## src/hw/rtl/bbds_pkg.sv

```systemverilog
// Shared types and constants for the box blur drop shadow block.
package bbds_pkg;

    localparam int ALPHA_W    = 8;
    localparam int CFG_IDX_W  = 2;
    localparam int CFG_DATA_W = 11;

    // Register indexes on the configuration port
    typedef enum logic [CFG_IDX_W-1:0] {
        CFG_FRAME_WIDTH   = 2'd0,
        CFG_CLAMP_CEILING = 2'd1
    } t_cfg_idx;

    localparam logic [CFG_DATA_W-1:0] FRAME_WIDTH_RST = 11'd1024;
    localparam logic [ALPHA_W-1:0]    CLAMP_RST       = 8'd225;

    // Output queue sizing; credits cover every item in flight plus the queue
    localparam int FIFO_DEPTH = 8;
    localparam int FIFO_PTR_W = 3;
    localparam int CREDIT_W   = 4;

    // Control that travels with a vertical sum into the horizontal window
    typedef struct packed {
        logic valid;
        logic row_start;
    } t_beat;

endpackage

```

## src/hw/rtl/bbds_cdiv.sv

```systemverilog
// Rounded-up division of the window sum by the window area, then clamp.
module bbds_cdiv #(
    parameter int RADIUS = 4
) (
    input  logic                                        i_clk,
    input  logic                                        i_rst_n,
    input  logic                                        i_valid,
    input  logic [$clog2((2*RADIUS+1)*(2*RADIUS+1)*255+1)-1:0] i_sum,
    input  logic [bbds_pkg::ALPHA_W-1:0]                i_ceiling,
    output logic                                        o_valid,
    output logic [bbds_pkg::ALPHA_W-1:0]                o_alpha
);

    localparam int AW    = bbds_pkg::ALPHA_W;
    localparam int K     = 2 * RADIUS + 1;
    localparam int AREA  = K * K;
    localparam int S_W   = $clog2(AREA * 255 + 1);
    localparam int MUL_M = (2 ** S_W) / AREA;
    localparam int M_W   = $clog2(MUL_M + 1);
    localparam int P_W   = S_W + M_W;

    logic [P_W-1:0] prod;
    logic [AW-1:0]  r_qe;
    logic [S_W-1:0] r_sum;
    logic           r_valid;

    logic [S_W-1:0] qa;
    logic [S_W-1:0] rem;
    logic [1:0]     step;
    logic [AW:0]    q;
    logic [AW-1:0]  res;

    // Reciprocal estimate: floor of sum/area, or one below it
    assign prod = P_W'(i_sum) * P_W'(MUL_M);

    always_ff @(posedge i_clk) begin
        if (!i_rst_n) begin
            r_valid <= 1'b0;
        end else begin
            r_valid <= i_valid;
        end
        r_qe  <= prod[S_W +: AW];
        r_sum <= i_sum;
    end

    // Remainder lies below twice the area; fold in the correction and the round-up
    always_comb begin
        qa  = S_W'(r_qe) * S_W'(AREA);
        rem = r_sum - qa;
        if (rem == '0) begin
            step = 2'd0;
        end else if (rem <= S_W'(AREA)) begin
            step = 2'd1;
        end else begin
            step = 2'd2;
        end
        q   = {1'b0, r_qe} + (AW+1)'(step);
        res = q[AW-1:0];
    end

    assign o_valid = r_valid;
    assign o_alpha = (res > i_ceiling) ? i_ceiling : res;

endmodule

```

## config.mk

```make
export PLATFORM = sky130hd
export DESIGN_NAME = bbds_cdiv
export DESIGN_NICKNAME = d
export VERILOG_FILES = /design/src/hw/rtl/bbds_pkg.sv /design/src/hw/rtl/bbds_cdiv.sv
export SDC_FILE = /design/constraint.sdc
export NUM_CORES = 1
export LEC_CHECK = 0
export ABC_AREA = 1
export BUFFER_PORTS_ARGS = -buffer_cell sky130_fd_sc_hd__buf_4
export CORE_MARGIN = 1
export CORE_UTILIZATION = 60
export DETAILED_ROUTE_END_ITERATION = 8
export GPL_TIMING_DRIVEN = 0
export PLACE_DENSITY = 0.8
export SLEW_MARGIN = 20
export SYNTH_ARGS = -nofsm -noshare
export SYNTH_HDL_FRONTEND = slang
export SYNTH_SLANG_ARGS = --single-unit
```

## constraint.sdc

```tcl
create_clock -name i_clk -period 14.6 [get_ports i_clk]
set_input_delay 2.92 -clock i_clk [delete_from_list [all_inputs] [get_ports i_clk]]
set_output_delay 2.92 -clock i_clk [all_outputs]
set_load 0.01 [all_outputs]
```

# Word-level counts from Yosys, hierarchy flattened
# Cells that the tools add are included.
[totals] register_bits=24 input_bits=26 out_inout_bits=9 elab_cells=13
[classes] addsub=2 n_mul=2 order_cmp=2 n_mux=3 reduce_logical=1
[ops] operator="$mul A15 B7 Y21 const B" n=1
[ops] operator="$le A15 B7 Y1 const B" n=1
[ops] operator="$logic_not A15 Y1" n=1
[ops] operator="$mul A8 B7 Y15 const B" n=1
[ops] operator="$sub A15 B15 Y15" n=1
[ops] operator="$add A8 B2 Y8" n=1
[ops] operator="$gt A8 B8 Y1" n=1
[ops] operator="$mux W8" n=1
[ops] operator="$mux W2" n=2

# Logic depth before layout (Yosys ltp)
[depth] word_depth=8 mapped_depth=37 mapped_depth_nobuf=36

# Worst setup path after synthesis
# OpenSTA, ideal clock, no wires.
[synth_timing] kind="register -> output" from="register r_qe[4]" to="output o_alpha[1] (netlist bit)" t_arrival_ns=5.237 required_time_ns=11.680 slack_ns=6.443 stages_incl_launch_ff=32 path_buffers=1 cell_sequence="dfxtp_1 > ha_1 > ha_1 > fa_1 > inv_1 > fa_1 > ha_1 > nand2_1 > inv_2 > nand2_1 > nand2_1 > o21bai_1 > nand2_1 > nand3_1 > nor2_1 > nand3_1 > ha_1 > a21oi_1 > nor2_1 > nand2_1 > nor2_1 > nand3_1 > xor2_1 > inv_1 > ha_1 > nand2_1 > nor2_1 > nand2_1 > o211ai_1 > o21ai_2 > buf_2 > o21ai_0"
[synth_between] elab_chain_cells=8 word_cells_on_any_way=9 classes_between="add/sub (2); mul (1); order compare (2); mux (3); reduce/logical (1)"
[synth_lines] item="start: declaration" line="bbds_cdiv.sv:23" source="logic [AW-1:0] r_qe;"
[synth_lines] item="start signal: assignment" line="bbds_cdiv.sv:42" source="r_qe <= prod[S_W +: AW];"
[synth_lines] item="$mul A8 B7 Y15" line="bbds_cdiv.sv:48" source="qa = S_W'(r_qe) * S_W'(AREA);"
[synth_lines] item="$sub A15 B15 Y15" line="bbds_cdiv.sv:49" source="rem = r_sum - qa;"
[synth_lines] item="$le A15 B7 Y1" line="bbds_cdiv.sv:52" source="end else if (rem <= S_W'(AREA)) begin"
[synth_lines] item="$mux W2" line="bbds_cdiv.sv:52"
[synth_lines] item="$mux W2" line="bbds_cdiv.sv:50" source="if (rem == '0) begin"
[synth_lines] item="$add A8 B2 Y8 (*)" line="bbds_cdiv.sv:57" source="q = {1'b0, r_qe} + (AW+1)'(step);"
[synth_lines] item="$gt A8 B8 Y1" line="bbds_cdiv.sv:62" source="assign o_alpha = (res > i_ceiling) ? i_ceiling : res;"
[synth_lines] item="$mux W8 (*)" line="bbds_cdiv.sv:62"
[synth_lines] item="end: declaration" line="bbds_cdiv.sv:11" source="output logic [bbds_pkg::ALPHA_W-1:0] o_alpha"
# Mark *: on every way between the ends. The rest lies on a longest branch, timed or not.

# Worst setup path in the final report
[layout_timing] from="register r_qe[4]" to="output o_alpha[5] (netlist bit)"
# The elaborated chain is that of the path after synthesis.

==> metrics.yaml <==
coreArea_um2: 7250
drv_slew: 0
outcome: "completed"
post_cts_buffers: 0
critical-path-top-delay-family: "adder cells"
max_freq_mhz: 109
drive_above_1_share: 0.0760
syn_avg_cell_area_um2: 7.25
drc: 0
area.growth.synth_to_final_pct: 10.0
cts.repair.resized: 0
worst-path-buf-inv: 5
post_drt_via_cell_ratio: 4.95
place_hpwl_mm: 7.71
synth-seq-cells: 24
drt-total-wl_mm: 8.38
slew_headroom: 0.766
antenna_found_initial: 0
cts_sinks: 24
hold_buffers: 0
tns_ns: 0
setup_viol: 0
min_period_over_period: 0.629
portBuffers: 34
slowest_delay_ns: 0.50
cts_tree: "done"
cp_max_fo: 10
die_h_um: 88.6
syn_area_um2: 4500
diodes: 0
finalHoldViolCount: 0
crit_path_frequent_cell: "nand2_1"
path_class: "register to output port"
synth_cell_type_count: 31
grt_remaining_overflow: 0
nets: 824
ant_nets: 0
grt_pass1_wl_mm: 14.3
place_congestion: 0.886
syn_nets: 785
cts.htree.levels: 1
fin_crit_ns: 9.18
critPathRequiredTime_ns: 11.68
vias: 3745
grt_util_met3: 0.0112
ys_warn_count: 0
synth_cells: 620
critPathLaunchType: "register"
use_met1: 0.250
grt_max_degree: 15
cts_root_buffer: "clkbuf_8"
seq_area_frac_synth: 0.107
cp_slowest_cell: "fa_1"
ctsLongestPathBuffers: 2
initial_utilization: 0.620
routedWlPerCell_um: 11.1
busiest_layer: "met2"
maxCapViolCount: 0
row_count: 31
globalRouteTotalUtil: 0.230
die_area_um2: 7850
first_pass_iters: 6
arrival_ns: 6.26
die_w_um: 88.6
drtIter0Drc: 105
critPathCaptureType: "output port"
first_global_vias: 3631
io_pins: 35
cts_buffers: 3
worstHoldPathType: "input port to register"
tightest_slew_ns: 0.347
rsz0062_at_grt: "false"
path_clk_slew_ns: 0.08
grtUsageMet2: 0.467
## registers in the layout (all words and copies together), names as in the netlist
signal	flops
r_sum	15
o_valid	1
r_qe	8
## cells in the final DEF (no fill, tap or decap), types with 4 or more instances in the layout
cell,instances
o21ai_0,15
dfxtp_1,24
xor2_1,14
nand3_1,30
o21bai_1,4
nand2_1,106
xnor2_1,10
a21oi_1,27
ha_1,107
nand4_1,7
fa_1,32
nor2_1,35
buf_4,34
inv_1,182
## synthesized netlist by cell type, drive strengths merged
cell / n / area, um^2
dfxtp: 24 / 480
o21ai: 17 / 88.8
nor2: 38 / 150
a31oi: 1 / 6.26
o211ai: 1 / 7.51
nor3: 3 / 15.0
nand4: 7 / 43.8
nand2: 107 / 404
a211oi: 1 / 7.51
nand3b: 2 / 15.0
xnor2: 10 / 87.6
nand3: 31 / 160
fa: 32 / 641
o21bai: 4 / 30.0
a21o: 3 / 22.5
and2: 1 / 8.76
o21a: 2 / 15.0
xor2: 14 / 123
a21oi: 28 / 144
buf: 2 / 10.0
inv: 183 / 687
ha: 107 / 1340
or2: 2 / 12.5
## metal layers
layer	share of wire	vias up
li1	-	1982
met1	0.43	1717
met5	0	-
met4	0.021	0
met2	0.54	33
met3	0.012	13
## final timing paths
kind / startpoint / end / cells after the start
worst max-delay path: r_qe[4]$_DFF_P_ / o_alpha[5] / 32
worst min-delay path: i_sum[13] / r_sum[13]$_DFF_P_ / 1
## metrics by stage
| stage | utilization | setup slack, ns | hold WS (ns) | std cells | instance area [um^2] |
|---|---|---|---|---|---|
| floorplan | - | 6.44 | 2.95 | 620 | 4500 |
| global placement | 0.672 | 5.82 | 3.05 | 753 | 4880 |
| detailed placement | 0.672 | 5.72 | 3.05 | 753 | 4880 |
| CTS | 0.682 | 5.40 | 2.77 | 757 | 4950 |
| global route | 0.682 | 4.87 | 2.77 | 757 | 4950 |
| finish | 0.682 | 5.42 | 2.78 | 757 | 4950 |
## final cells by class
type / instances / area, um^2
clock inverter: 1 / 30.0
timing repair buffer: 34 / 255
tap: 99 / 124
clock buffer: 3 / 41.3
sequential: 24 / 480
inverter: 183 / 687
fill: 640 / 2300
multi-input combinational: 411 / 3320
buffer: 2 / 10.0
## cells by family (layout without fill, tap and decap cells)
kind of cell	Yosys count	in the layout	synth area share
adders and majority gates	139	139	0.440
buffers and inverters	185	223	0.155
AOI/OAI and AO/OA	57	57	0.0715
and+or+nand+nor	191	191	0.180
DFF	24	24	0.107
xor gates and xnor gates	24	24	0.0467
Power is left out: the tool's default activity adds up to more than one toggle a clock period on the data nets, which glitch-free logic cannot reach.
