**src/hw/rtl/bbds_pkg.sv**
```systemverilog
// Shared types and constants for the box blur drop shadow block.
package bbds_pkg;

    localparam int ALPHA_W    = 8;
    localparam int CFG_IDX_W  = 2;
    localparam int CFG_DATA_W = 11;

    // Register indexes on the configuration port
    typedef enum logic [CFG_IDX_W-1:0] {
        CFG_FRAME_WIDTH   = 2'd0,
        CFG_CLAMP_CEILING = 2'd1
    } t_cfg_idx;

    localparam logic [CFG_DATA_W-1:0] FRAME_WIDTH_RST = 11'd1024;
    localparam logic [ALPHA_W-1:0]    CLAMP_RST       = 8'd225;

    // Output queue sizing; credits cover every item in flight plus the queue
    localparam int FIFO_DEPTH = 8;
    localparam int FIFO_PTR_W = 3;
    localparam int CREDIT_W   = 4;

    // Control that travels with a vertical sum into the horizontal window
    typedef struct packed {
        logic valid;
        logic row_start;
    } t_beat;

endpackage

```
**src/hw/rtl/bbds_hwin.sv**
```systemverilog
// Horizontal sliding window over the last column sums of the row.
module bbds_hwin #(
    parameter int RADIUS = 4
) (
    input  logic                                        i_clk,
    input  logic                                        i_rst_n,
    input  bbds_pkg::t_beat                             i_beat,
    input  logic [$clog2((2*RADIUS+1)*255+1)-1:0]       i_vsum,
    output logic                                        o_valid,
    output logic [$clog2((2*RADIUS+1)*(2*RADIUS+1)*255+1)-1:0] o_wsum
);

    localparam int K    = 2 * RADIUS + 1;
    localparam int VS_W = $clog2(K * 255 + 1);
    localparam int WS_W = $clog2(K * K * 255 + 1);

    logic [VS_W-1:0] r_cw [K];
    logic [WS_W-1:0] r_wsum;
    logic            r_valid;

    always_ff @(posedge i_clk) begin
        if (!i_rst_n) begin
            r_valid <= 1'b0;
            r_wsum  <= '0;
            for (int i = 0; i < K; i++) begin
                r_cw[i] <= '0;
            end
        end else begin
            r_valid <= i_beat.valid;
            if (i_beat.valid) begin
                r_cw[0] <= i_vsum;
                // Drop the window at row start: columns left of zero count as zero
                for (int i = 1; i < K; i++) begin
                    r_cw[i] <= i_beat.row_start ? '0 : r_cw[i-1];
                end
                if (i_beat.row_start) begin
                    r_wsum <= WS_W'(i_vsum);
                end else begin
                    r_wsum <= r_wsum + WS_W'(i_vsum) - WS_W'(r_cw[K-1]);
                end
            end
        end
    end

    assign o_valid = r_valid;
    assign o_wsum  = r_wsum;

endmodule

```
**config.mk**
```make
export PLATFORM = sky130hd
export DESIGN_NAME = bbds_hwin
export DESIGN_NICKNAME = d
export VERILOG_FILES = /design/src/hw/rtl/bbds_pkg.sv /design/src/hw/rtl/bbds_hwin.sv
export SDC_FILE = /design/constraint.sdc
export NUM_CORES = 1
export LEC_CHECK = 0
export BUFFER_PORTS_ARGS = -buffer_cell sky130_fd_sc_hd__buf_2
export CORE_MARGIN = 4
export CORE_UTILIZATION = 55
export CTS_BUF_LIST = sky130_fd_sc_hd__clkbuf_16
export CTS_CLUSTER_SIZE = 24
export DETAILED_ROUTE_END_ITERATION = 6
export PLACE_DENSITY = 0.73
export SYNTH_ARGS = -nofsm -noshare
export SYNTH_HDL_FRONTEND = slang
export SYNTH_SLANG_ARGS = --single-unit
```
**constraint.sdc**
```tcl
create_clock -name i_clk -period 4.3 [get_ports i_clk]
set_input_delay 0.645 -clock i_clk [delete_from_list [all_inputs] [get_ports i_clk]]
set_output_delay 0.645 -clock i_clk [all_outputs]
set_load 0.02 [all_outputs]
```
**Word-level counts from Yosys, hierarchy flattened**

Memories as Yosys holds them, arrays and structs flattened.
Cells that the tools add are included.

- Flip-flop bits (word level): 16
- Latch bits: 0
- Bits in writable memories: 108
- Memory bits (read-only): 0
- Bits of input ports: 16
- Output and inout bits: 16
- Word-level logic and storage cells: 36
- Memories: 1

- $add $sub $neg: 2
- $mul: 0
- Divide/modulo/power cells: 0
- Order comparisons: 0
- Equality and inequality tests: 0
- Shift operators: 0
- Mux-type cells: 22
- Bitwise gates (word level): 9
- Reduce and logical (&&, ||, !) cells: 0

Memory list:

| name | depth | bits a word | read ports | clocked after memory_dff | write ports | RTL line | text |
|---|---|---|---|---|---|---|---|
| r_cw | 9 | 12 | 9 | 0 | 9 | bbds_hwin.sv:17 | `logic [VS_W-1:0] r_cw [K];` |

Operators by type and width:

| operator | number |
|---|---|
| $mux 12 | 17 |
| $add 15x12->15 | 1 |
| $mux 15 | 1 |
| $sub 15x12->15 | 1 |
| $or 1x1->1 | 9 |
| $mux 1 | 4 |

**Logic depth before layout (Yosys ltp)**

- Depth in word-level cells: 4
- Depth in mapped cells: 12
- Mapped depth without buffers: 12

**Worst setup path after synthesis**

OpenSTA, ideal clock, no wires.

- Kind: input to register
- Start: input i_beat[1] in the netlist's numbering
- End: register r_wsum[13] (netlist: o_wsum[13])
- Library setup time: 0.120 ns
- Data arrival time: 3.590 ns
- Required time: 4.180 ns
- Setup slack: 0.589 ns
- Stages: 5
- Path buffers: 1
- Cells stage by stage: buf_4 and2b_2 inv_1 o32a_1 nand2_1

RTL lines:

| what | RTL line | text |
|---|---|---|
| start: declaration | bbds_hwin.sv:7 | `input bbds_pkg::t_beat i_beat,` |
| end signal: assignment | bbds_hwin.sv:37 | `r_wsum <= WS_W'(i_vsum);` |
| end signal: assignment | bbds_hwin.sv:39 | `r_wsum <= r_wsum + WS_W'(i_vsum) - WS_W'(r_cw[K-1]);` |
| end: declaration | bbds_hwin.sv:18 | `logic [WS_W-1:0] r_wsum;` |

**Final worst setup path**

- Start: input i_vsum[3]
- End: register r_wsum[9] (netlist: o_wsum[9])

- Word-level cells in the longest chain between the ends: 3

Ends and longest elaborated chain:

| what | RTL line | text |
|---|---|---|
| start: declaration | bbds_hwin.sv:8 | `input logic [$clog2((2*RADIUS+1)*255+1)-1:0] i_vsum,` |
| $add 15x12->15 | bbds_hwin.sv:39 |  |
| $sub 15x12->15 | bbds_hwin.sv:39 |  |
| $mux 15 | bbds_hwin.sv:36 | `if (i_beat.row_start) begin` |

Every way passes these cells.
A chain may end at the register's enable or synchronous reset.

==> flow_metrics.tcl <==
set metrics [dict create \
    worst-setup-path-type "in -> reg" \
    max_clock_freq_ghz 0.3694 \
    io_buffers 31 \
    via_count 3370 \
    fin_nets 529 \
    finalCritPeriodShare 0.6296 \
    p_leak_nw 2.839 \
    seq_area_frac_synth 0.6239 \
    grt_overflow 0 \
    area_growth_pct 15.49 \
    ios 32 \
    routedWlPerCell_um 16.42 \
    cts_sinks 124 \
    drt-total-wl_um 10380 \
    crit_fanout 5 \
    tritoncts "done" \
    cap_violations 0 \
    numCtsBuffers 17 \
    die-area_um2 12080 \
    worst_pin_slew_ps 865.8 \
    synth.distinct_cells 46 \
    fp-row-count 36 \
    place_inst 600 \
    syn_area_um2 5712 \
    grt_pass1_wl_um 17140 \
    top_usage_layer "met2" \
    diodes 0 \
    synthFlopType "edfxtp_1" \
    vdd_drop_max_v 0.0004671 \
    drc 0 \
    postCtsHoldBufs 0 \
    grt_max_degree 72 \
    drive_gt1_frac 0.1403 \
    fin_skew_ps 5.129 \
    fin_setup_tns_ps 0 \
    syn_avg_cell_area_um2 12.58 \
    routabilityCongestion 0.9321 \
    pwr_density_cell_nw_per_um2 523.8 \
    grt_use_met3 0.05931 \
    cp-end-kind "flop" \
    nFillCells 756 \
    clk_latency_ps 400 \
    ys_seq_elements 124 \
    h-tree-depth 4 \
    whs_ps 502.5 \
    setup_viol 0 \
    worstPathArrival_ps 2980 \
    yosysWarnings 0 \
    drt_first_iter_violations 321 \
    first_pass_iters 6 \
    start_kind "input port" \
    syn-instance-count 454 \
    clockRootBuffer "clkbuf_16" \
    maxSlewViolCount 0 \
    layout_commonest_cell "edfxtp_1" \
    fin_crit_ps 2707 \
    die_h_um 109.9 \
    grtUsageMet1 0.2609 \
    start_util 0.5738 \
    cts_setup_buffers 0 \
    clk_pin_slew_ps 60 \
    ant_nets 0 \
    hold_viol 0 \
    core_um2 9955 \
    power_mw 3.455 \
    grt_pass1_vias 3410 \
    vias_per_cell 5.332 \
    use_met2 0.2864 \
    required_ps 4570 \
    clock_path_buffers 2 \
    place_ws_ps 1255 \
    grt_usage 0.1908 \
    final_cell_mix "edfxtp_1, and2_1, inv_1" \
    status "finished clean" \
    setup_ws_ps 1593 \
    rsz0062_at_grt "no" \
    synthArstFlopShare 0 \
    dp_hpwl_um 6325 \
    final_cells 632 \
    syn-num-nets 497 \
    maxSlewHeadroom 0.4228 \
    die_w_um 109.9 \
    antenna_found_initial 0 \
    hp-class "reg -> reg" \
    post_cts_resized 0 \
    synth-edff-count 108 \
]
kinds of logic (layout without fill, tap and decap cells):
| kind of cell | after synthesis | count (layout) | synth area share |
|---|---|---|---|
| and+or+nand+nor | 160 | 160 | 0.1590 |
| DFF | 124 | 124 | 0.6239 |
| buffers and inverters | 74 | 119 | 0.05192 |
| AOI/OAI and AO/OA | 60 | 60 | 0.07580 |
| adders and majority gates | 27 | 27 | 0.07492 |
| xor gates and xnor gates | 6 | 6 | 0.009200 |
| muxes | 3 | 3 | 0.005258 |
Yosys cell counts, types with 5 or more instances:
| cell | instances | area [um^2] |
|---|---|---|
| edfxtp_1 | 108 | 3243 |
| and2_1 | 96 | 600.6 |
| inv_1 | 54 | 202.7 |
| nand2_1 | 18 | 67.56 |
| nor2_1 | 18 | 67.56 |
| clkbuf_1 | 16 | 60.06 |
| dfxtp_1 | 16 | 320.3 |
| ha_1 | 15 | 187.7 |
| o21ai_0 | 15 | 75.07 |
| a21oi_1 | 13 | 65.06 |
| fa_1 | 12 | 240.2 |
| nand3_1 | 8 | 40.04 |
| a211oi_1 | 5 | 37.54 |
| nand4_1 | 5 | 31.28 |
| o211a_1 | 5 | 50.05 |
power by group:
part	switching (mW)	leakage, nW	total, mW	internal [mW]
registers	0.0321	1.33	1.42	1.39
logic	0.355	1.21	0.569	0.215
clock network	0.507	0.296	1.46	0.958
total	0.894	2.84	3.46	2.56
worst paths after layout:
kind	cells past startpoint	slack, ps	from	endpoint
worst max-delay path	11	1590	i_vsum[3]	o_wsum[9]
worst min-delay path	1	500	o_wsum[0]	o_wsum[0]
worst max register to register	9	1600	r_cw[0][99]	o_wsum[9]
worst min register to register	1	500	o_wsum[0]	o_wsum[0]
per-stage QoR:
stage	instance area, um^2	util
finish	6596	0.6626
global route	6596	0.6626
CTS	6596	0.6626
detailed placement	5989	0.6017
global placement	5989	0.6017
floorplan	5712	-
area by class of cell:
class | instances | area [um^2] | area share
Clock buffer | 17 | 425.4 | 0.06449
Clock inverter | 15 | 181.4 | 0.02750
Inverter | 54 | 205.2 | 0.03111
Multi-Input combinational cell | 256 | 1859 | 0.2819
Sequential cell | 124 | 3563 | 0.5402
Tap cell | 133 | 166.4 | 0.02523
Timing Repair Buffer | 33 | 195.2 | 0.02959
layer usage:
| layer | wire length [um] | share of wire | vias up |
|---|---|---|---|
| li1 | - | - | 1618 |
| met4 | 187 | 0.018 | 0 |
| met3 | 524 | 0.050 | 14 |
| met5 | 0 | 0 | - |
| met1 | 4830 | 0.47 | 1644 |
| met2 | 4835 | 0.47 | 94 |
worst max-delay path, stage by stage:
cell and delay [ps]:
buf_2 90, inv_1 60, fa_1 550, inv_1 50, ha_1 360, a21o_1 200, a21oi_1 130, nand2_1 160
a311oi_4 450, xor2_1 200, o21ai_0 90
flip-flops by register name (all words and copies together) (netlist names):
signal and count:
o_wsum 15, o_valid 1, r_cw 108
(Power assumes the default switching activity.)
