<file path="src/hw/rtl/bbds_pkg.sv">
// Shared types and constants for the box blur drop shadow block.
package bbds_pkg;

    localparam int ALPHA_W    = 8;
    localparam int CFG_IDX_W  = 2;
    localparam int CFG_DATA_W = 11;

    // Register indexes on the configuration port
    typedef enum logic [CFG_IDX_W-1:0] {
        CFG_FRAME_WIDTH   = 2'd0,
        CFG_CLAMP_CEILING = 2'd1
    } t_cfg_idx;

    localparam logic [CFG_DATA_W-1:0] FRAME_WIDTH_RST = 11'd1024;
    localparam logic [ALPHA_W-1:0]    CLAMP_RST       = 8'd225;

    // Output queue sizing; credits cover every item in flight plus the queue
    localparam int FIFO_DEPTH = 8;
    localparam int FIFO_PTR_W = 3;
    localparam int CREDIT_W   = 4;

    // Control that travels with a vertical sum into the horizontal window
    typedef struct packed {
        logic valid;
        logic row_start;
    } t_beat;

endpackage

</file>
<file path="src/hw/rtl/bbds_fifo.sv">
// Small output queue that holds finished results while the consumer stalls.
module bbds_fifo (
    input  logic                         i_clk,
    input  logic                         i_rst_n,
    input  logic                         i_push,
    input  logic [bbds_pkg::ALPHA_W-1:0] i_data,
    input  logic                         i_pop,
    output logic                         o_valid,
    output logic [bbds_pkg::ALPHA_W-1:0] o_data
);

    logic [bbds_pkg::ALPHA_W-1:0]    r_buf [bbds_pkg::FIFO_DEPTH];
    logic [bbds_pkg::FIFO_PTR_W-1:0] r_wr_ptr;
    logic [bbds_pkg::FIFO_PTR_W-1:0] r_rd_ptr;
    logic [bbds_pkg::CREDIT_W-1:0]   r_count;

    always_ff @(posedge i_clk) begin
        if (i_push) begin
            r_buf[r_wr_ptr] <= i_data;
        end
    end

    always_ff @(posedge i_clk) begin
        if (!i_rst_n) begin
            r_wr_ptr <= '0;
            r_rd_ptr <= '0;
            r_count  <= '0;
        end else begin
            if (i_push) begin
                r_wr_ptr <= r_wr_ptr + 1'b1;
            end
            if (i_pop) begin
                r_rd_ptr <= r_rd_ptr + 1'b1;
            end
            case ({i_push, i_pop})
                2'b10:   r_count <= r_count + 1'b1;
                2'b01:   r_count <= r_count - 1'b1;
                default: r_count <= r_count;
            endcase
        end
    end

    assign o_valid = (r_count != '0);
    assign o_data  = r_buf[r_rd_ptr];

endmodule

</file>
<file path="config.mk">
export PLATFORM = sky130hd
export DESIGN_NAME = bbds_fifo
export DESIGN_NICKNAME = d
export VERILOG_FILES = /design/src/hw/rtl/bbds_pkg.sv /design/src/hw/rtl/bbds_fifo.sv
export SDC_FILE = /design/constraint.sdc
export NUM_CORES = 1
export LEC_CHECK = 0
export ABC_AREA = 1
export BUFFER_PORTS_ARGS = -buffer_cell sky130_fd_sc_hd__buf_2
export CORE_MARGIN = 2
export CORE_UTILIZATION = 50
export CTS_CLUSTER_SIZE = 8
export DETAILED_ROUTE_END_ITERATION = 6
export MAX_ROUTING_LAYER = met4
export PLACE_DENSITY = 0.8
export SYNTH_ARGS = -nofsm -noshare
export SYNTH_HDL_FRONTEND = slang
export SYNTH_SLANG_ARGS = --single-unit
</file>
<file path="constraint.sdc">
create_clock -name i_clk -period 4.3 [get_ports i_clk]
set_input_delay 0.43 -clock i_clk [delete_from_list [all_inputs] [get_ports i_clk]]
set_output_delay 0.43 -clock i_clk [all_outputs]
set_load 0.005 [all_outputs]
</file>
## Word level (Yosys, flattened, before mapping)

Memories as Yosys holds them, arrays and structs flattened. A register that Yosys moved wholly into a read port is not among the register bits.
Cells that the tools add are included.

| cells by class | value |
|---|---|
| equal/unequal tests | 2 |
| magnitude comparators | 0 |
| multiply operators | 0 |
| div/mod/pow operators | 0 |
| shift-type cells | 0 |
| bitwise operators | 0 |
| mux-type cells | 5 |
| reduce and logical (&&, ||, !) cells | 2 |
| add/subtract/negate cells | 4 |

Operators by type and width:

| cell | count |
|---|---|
| 4-bit one-hot mux with 2 select lines | 1 |
| 3-bit by 1-bit adder with 3-bit output (second input constant) | 2 |
| 3-bit 2-to-1 mux | 2 |
| 4-bit by 1-bit adder with 4-bit output (second input constant) | 1 |
| 4-bit nonzero test | 1 |
| 4-bit by 1-bit subtractor with 4-bit output (second input constant) | 1 |
| 2-bit by 1-bit == test with 1-bit output (second input constant) | 1 |
| 2-bit == test (second input constant) | 1 |
| 1-bit 2-to-1 mux | 2 |
| 2-bit nonzero test | 1 |

| word-level totals | value |
|---|---|
| word-level logic and storage cells | 17 |
| memories kept | 1 |
| bits in latches | 0 |
| RAM bits | 64 |
| register bits after elaboration | 10 |
| input bits | 12 |
| output and inout port bits | 9 |
| memory bits (read-only) | 0 |

Memory list:

| memory | depth | bits a word | read ports | clocked after memory_dff | wr ports | RTL line | RTL |
|---|---|---|---|---|---|---|---|
| r_buf | 8 | 8 | 1 | 1 | 1 | bbds_fifo.sv:12 | `logic [bbds_pkg::ALPHA_W-1:0] r_buf [bbds_pkg::FIFO_DEPTH];` |

## Logic depth before layout (Yosys ltp)

| depth | value |
|---|---|
| depth in word-level cells | 3 |
| depth in mapped cells | 11 |
| mapped depth without buffers | 11 |

## Least setup slack after synthesis

OpenSTA, ideal clock, no wires.

| path | value |
|---|---|
| path type | input port to flip-flop |
| start | input port i_push |
| end | register r_count[2] (netlist name) |
| buffers on the path | 0 |
| data arrival time | 1446 ps |
| stages on the path | 10 |
| required time | 4185 ps |
| library setup time | 115 ps |
| path slack | 2738 ps |
| path through | inv_1 > ha_1 > nand2_1 > inv_1 > nor2_1 > ha_1 > a21oi_1 > xnor2_1 > o21ai_0 > inv_1 |

| between the ends | value |
|---|---|
| longest elaborated chain between the ends | 2 |
| elaborated cells between the ends (all ways) | 4 |
| classes of those cells | 2 x eq/ne; 1 x mux; 1 x reduce/logical |

Ends and longest elaborated chain:

| item | RTL line | RTL |
|---|---|---|
| start: declaration | bbds_fifo.sv:5 | `input logic i_push,` |
| 2-bit by 1-bit == test with 1-bit output or 2-bit == test (tied branches) | bbds_fifo.sv:35 | `case ({i_push, i_pop})` |
| 4-bit one-hot mux with 2 select lines or 2-bit nonzero test (tied branches) | -- |  |
| end signal: assignment | bbds_fifo.sv:36 | `2'b10: r_count <= r_count + 1'b1;` |
| end signal: assignment | bbds_fifo.sv:37 | `2'b01: r_count <= r_count - 1'b1;` |
| end signal: assignment | bbds_fifo.sv:38 | `default: r_count <= r_count;` |
| end: declaration | bbds_fifo.sv:15 | `logic [bbds_pkg::CREDIT_W-1:0] r_count;` |

Parallel ways exist; a longest one is shown, timed or not.
A chain may end at the register's enable or synchronous reset.

==> impl_metrics.yaml <==
status:
  status: "finished clean"
setup_path:
  crit_required_ns: 3.87
  reg2regPathDepth: 2
  start_kind: "flop"
  r2r_end: "r_buf[2][2]"
  worst_ep_arrival_time_ns: 2.09
  reg2reg_from: "r_wr_ptr[0]"
  cp-end-kind: "output port"
  critical_path_class: "reg2out"
  r2r_setup_slack_ns: 2.56
  cp_max_fo: 32
clocking:
  cts.repair.resized: 0
  clk_latency_ns: 0.34
  htree_levels: 3
  cts_buffer_depth: 2
  cts_tree: "yes"
  clk_pin_slew_ns: 0.08
  numCtsBuffers: 9
  postCtsSetupBuffers: 0
  postCtsHoldBufs: 0
  cts_root_buf: "clkbuf_8"
  clock_sinks: 77
finish:
  stdcell_area_um2: 3440
  layout_common_cells: "64 x edfxtp_1, 45 x nor2_1, 39 x nand2_1, 25 x o21ai_0, 20 x buf_2"
  final_util_pct: 57.4
  drive_gt1_share_pct: 11.9
  final_common_cell: "edfxtp_1"
  areaGrowthSynthToFinish_pct: 9.39
  nets: 306
  diodes: 0
die:
  die_y_um: 83.3
  core_um2: 5990
  die_area_um2: 6940
  die_x_um: 83.3
  row_count: 28
  start_util_pct: 52.5
  ios: 21
power:
  combPwrFrac_pct: 9.9
  worst_ir_drop_vdd_v: 0.000260
  clockPowerShare_pct: 33.8
  p_sw_share_pct: 23.7
  total_power_mw: 1.51
  p_int_mw: 1.15
  powerDensity_nw_per_um2: 438
  p_sw_uw: 357
  p_leak_nw: 1.27
  seqPwrFrac_pct: 56.3
placement:
  place_area_um2: 3260
  port_buffers: 20
  hpwl_um: 3500
  gp_congestion: 0.833
yosys:
  syn_avg_cell_area_um2: 11.8
  postSynthCellCount: 266
  ys_ff_latch: 77
  synth_nets: 283
  syn-cell-area_um2: 3150
  ys_seq_area_share_pct: 69.4
  ys_types: 20
  synth_area_leaders: "edfxtp_1 61%, dfxtp_1 8.3%, nor2_1 5.4%"
  synth_top_area_share_pct: 61.1
  yosysWarnings: 0
  synth_area_leader_cell: "edfxtp_1"
routing:
  num_vias: 1941
  vias_per_cell: 5.26
  ant_nets: 0
  wire_per_inst_um: 15.6
  dr.pass1.iters: 4
  drcViolationCount: 0
  first_iter_violations: 139
  wirelength_um: 5740
sta:
  rsz0062_at_grt: "no"
  skew_ns: 0.00884
  tightest_slew_ns: 1.01
  finalCritPeriodShare_pct: 58.7
  setup_viol: 0
  tns_ns: 0
  final_max_slew_viol_count: 0
  fmax_mhz: 396
  slew_headroom_pct: 32.5
  finalCriticalPeriod_ns: 2.52
  hold_slack_ns: 0.348
  hold_viol: 0
min_path:
  min_from: "i_data[5]"
  whs_path_depth: 1
  holdPathEnd: "r_buf[2][5]"
  worstHoldPathType: "in2reg"
global_routing:
  met3_usage_pct: 5.67
  antenna_found_initial: 0
  use_met2_pct: 26.9
  gr-usage-all-layers_pct: 18.5
  use_met1_pct: 23.2
  grt_overflow_total: 0
  grt_pass1_vias: 1968
  grt.busiest_layer: "met2"
  grt_pass1_wl_um: 9370
  grt_max_degree: 34
flow_run:
  cap_violations: 0
==> area by class of cell <==
type | instances | area [um^2]
Clock inverter | 6 | 53.8
Timing Repair Buffer | 21 | 108
Inverter | 17 | 63.8
Tap cell | 75 | 93.8
Clock buffer | 10 | 128
Fill cell | 478 | 2550
Multi-Input combinational cell | 163 | 812
Sequential cell | 77 | 2180
==> per-stage QoR <==
step           setup slack, ns  std cells
2_1_floorplan             2.74        266
3_3_place_gp              2.26        353
3_5_place_dp              2.17        353
4_1_cts                   1.79        369
5_1_grt                   1.53        369
6_report                  1.78        369
==> flip-flops by register name (all words and copies together), names as in the netlist, named ones only <==
register	cells
r_count	4
r_wr_ptr	3
r_buf	64
r_rd_ptr	3
==> power groups by stage <==
| stage | combinational (mW) | sequential [mW] | clock [mW] |
|---|---|---|---|
| 2_1_floorplan | 0.113 | 0.858 | 0 |
| 3_3_place_gp | 0.144 | 0.865 | 0 |
| 3_5_place_dp | 0.148 | 0.866 | 0 |
| 4_1_cts | 0.150 | 0.849 | 0.514 |
| 5_1_grt | 0.170 | 0.852 | 0.546 |
| 6_report | 0.149 | 0.849 | 0.509 |
==> per-layer routing <==
| metal | wire (um) | up-vias |
|---|---|---|
| met1 | 2620 | 917 |
| met4 | 59 | 0 |
| li1 | - | 971 |
| met2 | 2800 | 49 |
| met5 | 0 | - |
| met3 | 256 | 4 |
==> synth_stat cells <==
master    instances
edfxtp_1         64
clkbuf_4          1
o22ai_1           8
nand2_1          39
nand3_1           4
or2_2             1
a21oi_1          10
buf_6             6
o21ai_1          14
xnor2_1           3
inv_2             1
inv_1            16
mux2i_1           8
buf_4             1
ha_1              5
buf_2             1
nand4_1           1
o21ai_0          25
nor2_1           45
dfxtp_1          13
==> cell families after synthesis <==
logic type | after synthesis | synth area share [%]
and+or+nand+nor | 90 | 11.1
DFF | 77 | 69.4
AOI/OAI and AO/OA | 57 | 9.39
buffers and inverters | 26 | 4.81
muxes | 8 | 2.55
adders and majority gates | 5 | 1.99
xor gates and xnor gates | 3 | 0.835
==> worst max path at each step <==
stage	from	end	slack, ns	cells after the start
2_1_floorplan	i_push	r_count[2]	2.74	10
3_3_place_gp	flop	o_data[1]	2.26	5
3_5_place_dp	flop	o_data[1]	2.17	5
4_1_cts	flop	o_data[3]	1.79	5
5_1_grt	flop	o_data[1]	1.53	5
6_report	flop	o_data[1]	1.78	5
==> critical path, stage by stage, from the launching register on <==
cell and delay (ns):
dfxtp_1 0.99, o21ai_0 0.27, o21ai_1 0.24, nand2_1 0.07, nand2_1 0.07, buf_2 0.10
Power figures use the tool's default switching activity.
